**config.mk**
```make
export PLATFORM = sky130hd
export DESIGN_NAME = vta_front
export DESIGN_NICKNAME = d
export VERILOG_FILES = /design/src/rtl/assert_macros.svh /design/src/rtl/vta_pkg.sv /design/src/rtl/vta_front.sv
export SDC_FILE = /design/constraint.sdc
export NUM_CORES = 1
export LEC_CHECK = 0
export BUFFER_PORTS_ARGS = -buffer_cell sky130_fd_sc_hd__clkbuf_2
export CAP_MARGIN = 25
export CORE_AREA = 2 2 182 184
export DETAILED_ROUTE_END_ITERATION = 8
export DIE_AREA = 0 0 184 186
export PLACE_DENSITY_LB_ADDON = 0.3
export SETUP_SLACK_MARGIN = 0.05
export SLEW_MARGIN = 20
export SYNTH_ARGS = -nofsm -noshare
export SYNTH_HDL_FRONTEND = slang
export SYNTH_SLANG_ARGS = --single-unit
```
**constraint.sdc**
```tcl
create_clock -name vclk -period 3.41
set_clock_uncertainty 0.15 [all_clocks]
set_input_delay 0.5115 -clock vclk [all_inputs]
set_output_delay 0.5115 -clock vclk [all_outputs]
set_load 0.03 [all_outputs]
```
**src/rtl/assert_macros.svh**
```systemverilog
// Assertion macros used by the top-level RTL file of the virial tensor accumulator.
// Assertions compile to nothing when SYNTHESIS is defined.
`ifndef ASSERT_MACROS_SVH
`define ASSERT_MACROS_SVH
`ifndef SYNTHESIS
// Check a property on every rising clock edge outside reset.
`define ASSERT_PROP(label, clk, rst, prop, msg) \
   label: assert property (@(posedge clk) disable iff (rst) prop) else $error(msg);
// Check that a condition never holds outside reset.
`define ASSERT_NEVER(label, clk, rst, expr, msg) \
   label: assert property (@(posedge clk) disable iff (rst) !(expr)) else $error(msg);
`else
`define ASSERT_PROP(label, clk, rst, prop, msg)
`define ASSERT_NEVER(label, clk, rst, expr, msg)
`endif
`endif

```
**src/rtl/vta_pkg.sv**
```systemverilog
// Package for the virial tensor accumulator: widths, codes, item type
// and helper functions. No dependencies.
`default_nettype none

package vta_pkg;

   // Data and accumulator widths
   localparam int DATA_WIDTH = 32;
   localparam int ACC_WIDTH  = 64;
   localparam int IN_W       = 32;
   localparam int TV_W       = 64;
   localparam int IDX_W      = 4;

   // Product and rounding widths: three Q16.16 factors give 48 fraction bits
   localparam int FRAC_DROP  = 16;
   localparam int PROD_W     = 2 * DATA_WIDTH;
   localparam int FULL_W     = 3 * DATA_WIDTH;
   localparam int RND_W      = FULL_W - FRAC_DROP;
   localparam int CMP_W      = RND_W + ACC_WIDTH;

   // Tensor element codes
   localparam int                NUM_ELEM  = 9;
   localparam logic [IDX_W-1:0]  FIRST_IDX = IDX_W'(0);
   localparam logic [IDX_W-1:0]  LAST_IDX  = IDX_W'(NUM_ELEM - 1);
   localparam logic [1:0]        AXIS_X    = 2'd0;
   localparam logic [1:0]        AXIS_Z    = 2'd2;

   // Queue between front and back
   localparam int QUEUE_DEPTH = 4;
   localparam int QPTR_W      = $clog2(QUEUE_DEPTH);

   // Saturation bounds
   localparam logic [ACC_WIDTH-1:0] ACC_MAX = {1'b0, {(ACC_WIDTH-1){1'b1}}};
   localparam logic [ACC_WIDTH-1:0] ACC_MIN = {1'b1, {(ACC_WIDTH-1){1'b0}}};
   localparam logic [FULL_W-1:0]    ROUND_BIAS = FULL_W'(1) << (FRAC_DROP - 1);

   // One classified item as it travels from front to back
   typedef struct packed {
      logic                       add;
      logic                       last;
      logic                       p_neg;
      logic [DATA_WIDTH-1:0]      p_mag;
      logic [2:0]                 e_neg;
      logic [2:0][DATA_WIDTH-1:0] e_mag;
      logic [2:0]                 d_neg;
      logic [2:0][DATA_WIDTH-1:0] d_mag;
   } vta_item_type;

   // Queue status seen by both sides
   typedef struct packed {
      logic full;
      logic empty;
   } vta_qstat_type;

   // Magnitude of the low DATA_WIDTH bits taken as a signed value
   function automatic logic [DATA_WIDTH-1:0] mag_of(input logic [IN_W-1:0] v);
      logic [DATA_WIDTH-1:0] s;
      s = v[DATA_WIDTH-1:0];
      return s[DATA_WIDTH-1] ? (~s + 1'b1) : s;
   endfunction

   // Sign of the low DATA_WIDTH bits
   function automatic logic sign_of(input logic [IN_W-1:0] v);
      return v[DATA_WIDTH-1];
   endfunction

endpackage

`default_nettype wire

```
**src/rtl/vta_front.sv**
```systemverilog
// Front end: accepts request items and splits operands into sign and magnitude.
// Depends on vta_pkg.
`default_nettype none

module vta_front (
   input  logic                       req_valid,
   output logic                       req_ready,
   input  logic                       req_neighbor_valid,
   input  logic signed [31:0]         req_net_derivative,
   input  logic signed [31:0]         req_env_grad_x,
   input  logic signed [31:0]         req_env_grad_y,
   input  logic signed [31:0]         req_env_grad_z,
   input  logic signed [31:0]         req_disp_x,
   input  logic signed [31:0]         req_disp_y,
   input  logic signed [31:0]         req_disp_z,
   input  logic                       req_frame_end,
   input  vta_pkg::vta_qstat_type     q_stat,
   output logic                       push,
   output vta_pkg::vta_item_type      push_item
);
   import vta_pkg::*;

   // Take an item whenever the queue has room
   assign req_ready = !q_stat.full;
   assign push      = req_valid && !q_stat.full;

   // Classify and convert operands
   always_comb begin
      push_item.add      = req_neighbor_valid;
      push_item.last     = req_frame_end;
      push_item.p_neg    = sign_of(req_net_derivative);
      push_item.p_mag    = mag_of(req_net_derivative);
      push_item.e_neg[0] = sign_of(req_env_grad_x);
      push_item.e_neg[1] = sign_of(req_env_grad_y);
      push_item.e_neg[2] = sign_of(req_env_grad_z);
      push_item.e_mag[0] = mag_of(req_env_grad_x);
      push_item.e_mag[1] = mag_of(req_env_grad_y);
      push_item.e_mag[2] = mag_of(req_env_grad_z);
      push_item.d_neg[0] = sign_of(req_disp_x);
      push_item.d_neg[1] = sign_of(req_disp_y);
      push_item.d_neg[2] = sign_of(req_disp_z);
      push_item.d_mag[0] = mag_of(req_disp_x);
      push_item.d_mag[1] = mag_of(req_disp_y);
      push_item.d_mag[2] = mag_of(req_disp_z);
   end

endmodule

`default_nettype wire

```
==> impl_metrics.ini <==
[outcome]
status = finished clean

[clock_network]
ctsResizeCount = 0
hold_buffers = 0
cts_setup_buffers = 0

[global_routing]
grt_pass1_vias = 6743
grt_start_max_net_pins = 34
grt_pass1_wl_um = 35000
grt_antenna_before_repair = 0
grt_usage_pct = 12.5
grt_overflow = 0

[final_layout]
area_growth_syn_to_layout_pct = 60.8
nFlopsAndLatches = 0
ff_latch_area_um2 = 0
utilization_pct = 24.0
drive_above_1_share_pct = 44.7
final_nets = 1394
fin_cells = 1564
n_clock_buffer = 0
n_antenna_cell = 0
design_area_um2 = 7730

[critical_path]
arrival_ns = 2.62
cp-endpoint = push_item[189]
slowest_delay_ns = 0.56
crit_fanout = 5
cp-start-kind = input pin
path_cells = clkbuf_2, or4_4, or3_1, buf_4, o41ai_1, xnor2_1, clkbuf_2
cp-end-kind = primary output
cp_common_cell = clkbuf_2
crit_slowest_cell = or4_4
cp.required_ns = 2.75
crit_start = req_env_grad_z[14]
crit_type = input pin to primary output

[power]
ir_drop_mv = 0.0706
p_per_area_nw_per_um2 = 201
power_leakage_nw = 3.25

[min_path]
hold_class = input pin to primary output

[sta]
min_period_ns = 3.29
max_freq_ghz = 0.304
tns_ns = 0
slew_viol_final = 0
hold_viol_final = 0
finalSetupViolCount = 0
worstMarginPinSlew_ns = 0.708
max-slew-margin-rel_pct = 52.8
rsz0062_at_grt = false
fin_crit_sh_pct = 96.4

[logic_synthesis]
synth_top_area_share_pct = 36.0
synth.distinct_cells = 38
syn_nets = 935
synth_cells = 699
syn_area_um2 = 4810
seq_area_frac_synth_pct = 0
synthTopCellsByCount = xnor2_1 (198), o31ai_1 (69), nand2_1 (62), o21ai_0 (55), o41ai_1 (47)
netlist_top_cells_area = xnor2_1 (36%), o31ai_1 (11%), o41ai_1 (8.6%)
synth_area_leader_cell = xnor2_1
synth.most_common_cell = xnor2_1
yosys_warnings = 0
syn_avg_cell_area_um2 = 6.88

[detailed_routing]
vias_per_cell = 4.55
dr_total_vias = 7113
drt-wirelength-per-cell_um = 15.4
drc = 0
wirelength_um = 24000
firstDrtPassIters = 4
drt_iter0_markers = 217
ant_nets = 0

[placement]
placed_cell_area_um2 = 7700
portBuffers = 459
dp_hpwl_um = 21300
dp.cells = 1564
gp_congestion = 0.853

[die]
dieArea_um2 = 34200
rows = 66
ioPinCount = 464
core_um2 = 32200
start_util_pct = 14.9
die-width_um = 184
chipHeight_um = 186

[run]
drv_cap = 0
==> layout by cell type, fill, tap and decap left out, drive strengths merged, types with 21 or more instances in the layout <==
master	netlist	routed
o31ai	69	69
nand2	62	62
nor4	35	35
o41ai	47	47
clkbuf	26	459
buf	18	42
or3	21	21
nor2	26	26
o21ai	55	55
xnor2	198	198
==> where the power goes <==
group          leakage, nW  internal [mW]  total [mW]  switching [mW]
Combinational         3.25          0.502        1.55            1.05
Sequential               0              0           0               0
Clock                    0              0           0               0
==> worst min-delay path by stage <==
stage,start,end,slack (ns),cells past startpoint
6_report,req_frame_end,push_item[231],0.87,0
5_1_grt,req_frame_end,push_item[231],0.87,0
4_1_cts,req_frame_end,push_item[231],0.87,0
3_5_place_dp,req_frame_end,push_item[231],0.87,0
3_3_place_gp,req_frame_end,push_item[231],0.87,0
2_1_floorplan,req_env_grad_z[30],push_item[194],0.94,1
==> area by class of cell <==
type	instances	area (um^2)
fillers	3737	24500
inverters	19	71.3
multi-input cells	636	4540
well taps	408	510
repair buffers	501	2610
==> kinds of logic after synthesis <==
group	after synthesis	share of synthesized area [%]
AND/OR/NAND/NOR	250	29.1
AO/OA/AOI/OAI	176	25.7
buffers and inverters	63	6.35
adder cells (fa/ha/maj)	7	1.82
XOR/XNOR	203	37.0
==> worst max-delay path: cells and delay by family <==
family	cells	cell delay [ns]
xor+xnor	1	0.19
compound gates	1	0.31
simple gates	2	1.04
buf+inv	3	0.57
==> per-layer routing <==
metal | global-route usage [%] | up-vias | wire, um
met4 | 1.09 | 0 | 208
met2 | 25.0 | 273 | 12700
met5 | 0 | - | 0
met1 | 14.2 | 3281 | 9360
met3 | 2.27 | 12 | 1800
li1 | - | 3547 | -
==> per-stage QoR <==
stage | hold slack, ns | worst slack, ns | power (mW)
finish | 0.873 | 0.124 | 1.55
detailed placement | 0.873 | 0.121 | 1.56
global placement | 0.873 | 0.117 | 1.56
CTS | 0.873 | 0.111 | 1.57
floorplan | 0.941 | 0.252 | 0.981
global route | 0.873 | 0.0582 | 1.66
Power figures use the tool's default switching activity.
