==> config.mk <==
export PLATFORM = sky130hd
export DESIGN_NAME = vta_queue
export DESIGN_NICKNAME = d
export VERILOG_FILES = /design/src/rtl/assert_macros.svh /design/src/rtl/vta_pkg.sv /design/src/rtl/vta_queue.sv
export SDC_FILE = /design/constraint.sdc
export NUM_CORES = 1
export LEC_CHECK = 0
export BUFFER_PORTS_ARGS = -buffer_cell sky130_fd_sc_hd__clkbuf_2
export CORE_UTILIZATION = 55
export CTS_CLUSTER_SIZE = 25
export DETAILED_ROUTE_END_ITERATION = 6
export MAX_ROUTING_LAYER = met4
export PLACE_DENSITY = 0.77
export SETUP_SLACK_MARGIN = 0.2
export SYNTH_ARGS = -nofsm -noshare
export SYNTH_HDL_FRONTEND = slang
export SYNTH_SLANG_ARGS = --single-unit
==> constraint.sdc <==
create_clock -name clock -period 9.2 [get_ports clock]
set_input_delay 0.92 -clock clock [delete_from_list [all_inputs] [get_ports clock]]
set_output_delay 0.92 -clock clock [all_outputs]
set_load 0.05 [all_outputs]
==> src/rtl/assert_macros.svh <==
// Assertion macros used by the top-level RTL file of the virial tensor accumulator.
// Assertions compile to nothing when SYNTHESIS is defined.
`ifndef ASSERT_MACROS_SVH
`define ASSERT_MACROS_SVH
`ifndef SYNTHESIS
// Check a property on every rising clock edge outside reset.
`define ASSERT_PROP(label, clk, rst, prop, msg) \
   label: assert property (@(posedge clk) disable iff (rst) prop) else $error(msg);
// Check that a condition never holds outside reset.
`define ASSERT_NEVER(label, clk, rst, expr, msg) \
   label: assert property (@(posedge clk) disable iff (rst) !(expr)) else $error(msg);
`else
`define ASSERT_PROP(label, clk, rst, prop, msg)
`define ASSERT_NEVER(label, clk, rst, expr, msg)
`endif
`endif

==> src/rtl/vta_pkg.sv <==
// Package for the virial tensor accumulator: widths, codes, item type
// and helper functions. No dependencies.
`default_nettype none

package vta_pkg;

   // Data and accumulator widths
   localparam int DATA_WIDTH = 32;
   localparam int ACC_WIDTH  = 64;
   localparam int IN_W       = 32;
   localparam int TV_W       = 64;
   localparam int IDX_W      = 4;

   // Product and rounding widths: three Q16.16 factors give 48 fraction bits
   localparam int FRAC_DROP  = 16;
   localparam int PROD_W     = 2 * DATA_WIDTH;
   localparam int FULL_W     = 3 * DATA_WIDTH;
   localparam int RND_W      = FULL_W - FRAC_DROP;
   localparam int CMP_W      = RND_W + ACC_WIDTH;

   // Tensor element codes
   localparam int                NUM_ELEM  = 9;
   localparam logic [IDX_W-1:0]  FIRST_IDX = IDX_W'(0);
   localparam logic [IDX_W-1:0]  LAST_IDX  = IDX_W'(NUM_ELEM - 1);
   localparam logic [1:0]        AXIS_X    = 2'd0;
   localparam logic [1:0]        AXIS_Z    = 2'd2;

   // Queue between front and back
   localparam int QUEUE_DEPTH = 4;
   localparam int QPTR_W      = $clog2(QUEUE_DEPTH);

   // Saturation bounds
   localparam logic [ACC_WIDTH-1:0] ACC_MAX = {1'b0, {(ACC_WIDTH-1){1'b1}}};
   localparam logic [ACC_WIDTH-1:0] ACC_MIN = {1'b1, {(ACC_WIDTH-1){1'b0}}};
   localparam logic [FULL_W-1:0]    ROUND_BIAS = FULL_W'(1) << (FRAC_DROP - 1);

   // One classified item as it travels from front to back
   typedef struct packed {
      logic                       add;
      logic                       last;
      logic                       p_neg;
      logic [DATA_WIDTH-1:0]      p_mag;
      logic [2:0]                 e_neg;
      logic [2:0][DATA_WIDTH-1:0] e_mag;
      logic [2:0]                 d_neg;
      logic [2:0][DATA_WIDTH-1:0] d_mag;
   } vta_item_type;

   // Queue status seen by both sides
   typedef struct packed {
      logic full;
      logic empty;
   } vta_qstat_type;

   // Magnitude of the low DATA_WIDTH bits taken as a signed value
   function automatic logic [DATA_WIDTH-1:0] mag_of(input logic [IN_W-1:0] v);
      logic [DATA_WIDTH-1:0] s;
      s = v[DATA_WIDTH-1:0];
      return s[DATA_WIDTH-1] ? (~s + 1'b1) : s;
   endfunction

   // Sign of the low DATA_WIDTH bits
   function automatic logic sign_of(input logic [IN_W-1:0] v);
      return v[DATA_WIDTH-1];
   endfunction

endpackage

`default_nettype wire

==> src/rtl/vta_queue.sv <==
// Short item queue between the front end and the back end.
// Depends on vta_pkg.
`default_nettype none

module vta_queue (
   input  logic                    clock,
   input  logic                    reset,
   input  logic                    push,
   input  vta_pkg::vta_item_type   push_item,
   input  logic                    pop,
   output vta_pkg::vta_item_type   head,
   output vta_pkg::vta_qstat_type  q_stat
);
   import vta_pkg::*;

   vta_item_type      entry_ff [QUEUE_DEPTH];
   logic [QPTR_W-1:0] wr_ptr_ff, wr_ptr_in;
   logic [QPTR_W-1:0] rd_ptr_ff, rd_ptr_in;
   logic [QPTR_W:0]   count_ff, count_in;

   // Status and head of queue
   assign q_stat.full  = (count_ff == (QPTR_W+1)'(QUEUE_DEPTH));
   assign q_stat.empty = (count_ff == '0);
   assign head         = entry_ff[rd_ptr_ff];

   // Advance pointers and count
   always_comb begin
      wr_ptr_in = push ? wr_ptr_ff + 1'b1 : wr_ptr_ff;
      rd_ptr_in = pop  ? rd_ptr_ff + 1'b1 : rd_ptr_ff;
      count_in  = count_ff;
      if (push && !pop) begin
         count_in = count_ff + 1'b1;
      end else if (pop && !push) begin
         count_in = count_ff - 1'b1;
      end
   end

   always_ff @(posedge clock) begin
      if (reset) begin
         wr_ptr_ff <= '0;
         rd_ptr_ff <= '0;
         count_ff  <= '0;
      end else begin
         wr_ptr_ff <= wr_ptr_in;
         rd_ptr_ff <= rd_ptr_in;
         count_ff  <= count_in;
      end
   end

   // Store the pushed item
   always_ff @(posedge clock) begin
      if (push) begin
         entry_ff[wr_ptr_ff] <= push_item;
      end
   end

endmodule

`default_nettype wire

==> reports/qor.txt <==
P&R area growth vs syn - 17.5%
Syn_nets - 1504
Global route total overflow - 0
Crit-path max cell delay - 1.06 ns
Pwr dens - 245 nW/um^2
Final wirelength - 66500 um
Total power - 9.82 mW
Vias - 15364
CTS Buffer Depth - 3
Final worst path period need - 4.22 ns
I/O pin count - 472
Post-cts sizing count - 0
Setup CP Type - reg2out
Buf+Inv Stages, Crit Path - 2
Slew of the pin with the lowest slew margin - 1.14 ns
Routability cong. - 0.747
Sinks on Clock Net - 941
Unique masters post-synth - 20
Worst Hold Class - in2reg
Starting Density - 0.560
CP Capture Type - output pin
CP startpoint kind - flop
Die X - 251 um
Final Net Count - 2028
Peak VDD IR - 0.271 mV
Die height - 251 um
CTS buffer count - 90
R2R setup slack - 6.40 ns
Relative slew slack - 0.239
Post-DP HPWL - 38400 um
Row count - 90
CTS tree - built
Port bufs - 471
Worst EP required - 8.28 ns
Worst Path Max Fanout - 118
Hold buffers post-CTS - 0
Antenna violations before repair - 17
Synthesized instance count - 1261
Worst Skew - 0.0204 ns
Commonest non-fill, non-tap cell in the layout - edfxtp_1
CP top delay family - flip-flops
Most frequent cells in the layout - 932 x edfxtp_1, 471 x clkbuf_2, 233 x mux4_2, 91 x clkbuf_16, 22 x clkbuf_1
Clk_lat worst skew - 0.64 ns
Sequential fraction of the synthesis area - 0.827
Largest net degree at the start of global routing - 135
Number of cells after detailed placement - 2475
Share of cells above drive strength 1 - 0.455
Crit share post-route - 0.459
Max_cap viols - 0
Worst EP arrival - 3.30 ns
Clock Root Buffer - clkbuf_16
Routed wire length per instance - 25.1 um
Synth Register Bits - 941
Final Hold Vio Count - 0
Die area - 62900 um^2
GRT Total Usage - 0.220
DRT antenna net count - 0
Setup TNS - 0 ns
Drt first pass iters - 5
Post-Syn Area - 34000 um^2
Vias per cell - 5.79
Status - complete, no violations
First-pass GRT wire length - 98700 um
Syn. warnings - 0
Vias in the first global route - 16135
Post-CTS Setup Repair Bufs - 0
Highest Clock Rate - 237 MHz
DRC violations left - 0
CTS H-tree depth - 3
Leakage - 13.4 nW
Core box area - 60800 um^2
Slowest cell on the critical path - dfxtp_4
Final worst-path setup slack - 4.98 ns
CTS clk-pin slew, worst paths - 0.06 ns
Cell Count, Final, Fillers Out - 2652
Dpl ws - 5.65 ns
DR iter-0 viols - 1342
RSZ-0062 raised after global routing - no
Crit-path cells - buf_12 > mux4_2 > clkbuf_2
Final setup violation count - 0
Max Slew Vio Count - 0
Mean Syn Cell Area - 27.0 um^2
state kept, by name, indices dropped and copies added (netlist names), named ones only:
register,cells
entry_ff,932
wr_ptr_ff,2
count_ff,3
rd_ptr_ff,2
layout make-up:
cell class	instances	area, um^2
diodes	19	47.5
clock buffers	113	2360
clock inverters	45	400
fillers	3795	20800
inverters	4	15.0
multi-input cells	263	5490
flip-flops and latches	941	28200
well taps	782	978
repair buffers	485	2540
cell families (layout without fill, tap and decap cells):
kind of cell             after synthesis  count (layout)  share of synthesized area
other                                  0              19                          0
XOR/XNOR                               5               5                    0.00129
flip-flops                           941             941                      0.827
AO/OA/AOI/OAI                          2               2                   0.000294
multiplexers                         235             235                      0.155
adder cells (fa/ha/maj)                6               6                    0.00243
buffers and inverters                 57             647                     0.0116
AND/OR/NAND/NOR                       15              15                    0.00217
worst reg2reg max path: cells and delay by family (launching register included):
| family | cells | cell delay [ns] |
|---|---|---|
| buffers and inverters | 3 | 1.66 |
| flip-flops | 1 | 0.34 |
| adder cells (fa/ha/maj) | 1 | 0.15 |
| AND/OR/NAND/NOR | 1 | 0.14 |
final timing paths:
path                                                 from                    endpoint  cells past startpoint
worst max-delay path                                 flop                    head[74]                      3
worst min-delay path                        push_item[30]   entry_ff[3][30]$_DFFE_PP_                      1
worst max register to register  wr_ptr_ff[1]$_SDFFE_PP0P_  entry_ff[1][200]$_DFFE_PP_                      5
worst min register to register  rd_ptr_ff[0]$_SDFFE_PP0P_                        flop                      2
power breakdown:
part           leakage, nW  internal, mW  switching [mW]
logic                 3.45         0.385           0.975
registers             8.64          4.93          0.0647
clock network         1.34          1.96            1.50
total                 13.4          7.28            2.54
per-stage QoR:
stage | hold WS [ns] | utilization | area [um^2]
floorplan | 0.466 | - | 34000
global placement | 0.482 | 0.612 | 37200
detailed placement | 0.516 | 0.612 | 37200
CTS | 0.459 | 0.657 | 40000
global route | 0.480 | 0.658 | 40000
finish | 0.501 | 0.658 | 40000
cells in the mapped netlist, drive strengths merged:
master | instances | area (um^2)
ha | 5 | 62.6
fa | 1 | 20.0
mux4 | 233 | 5250
mux2i | 2 | 20.0
nor2 | 7 | 26.3
clkbuf | 8 | 30.0
nor3b | 1 | 7.51
edfxtp | 932 | 28000
inv | 4 | 15.0
nor3 | 1 | 5.00
dfxtp | 9 | 180
o21ai | 1 | 5.00
xnor2 | 2 | 17.5
buf | 45 | 350
xor2 | 3 | 26.3
or3 | 1 | 6.26
a21oi | 1 | 5.00
nand2 | 1 | 3.75
and2 | 4 | 25.0
routing by layer:
| metal | GRT usage | share of wire |
|---|---|---|
| met5 | - | 0 |
| met4 | 0.0838 | 0.028 |
| met3 | 0.0711 | 0.097 |
| met2 | 0.339 | 0.50 |
| met1 | 0.275 | 0.37 |
Note: power is estimated with default switching activity, not from simulation.
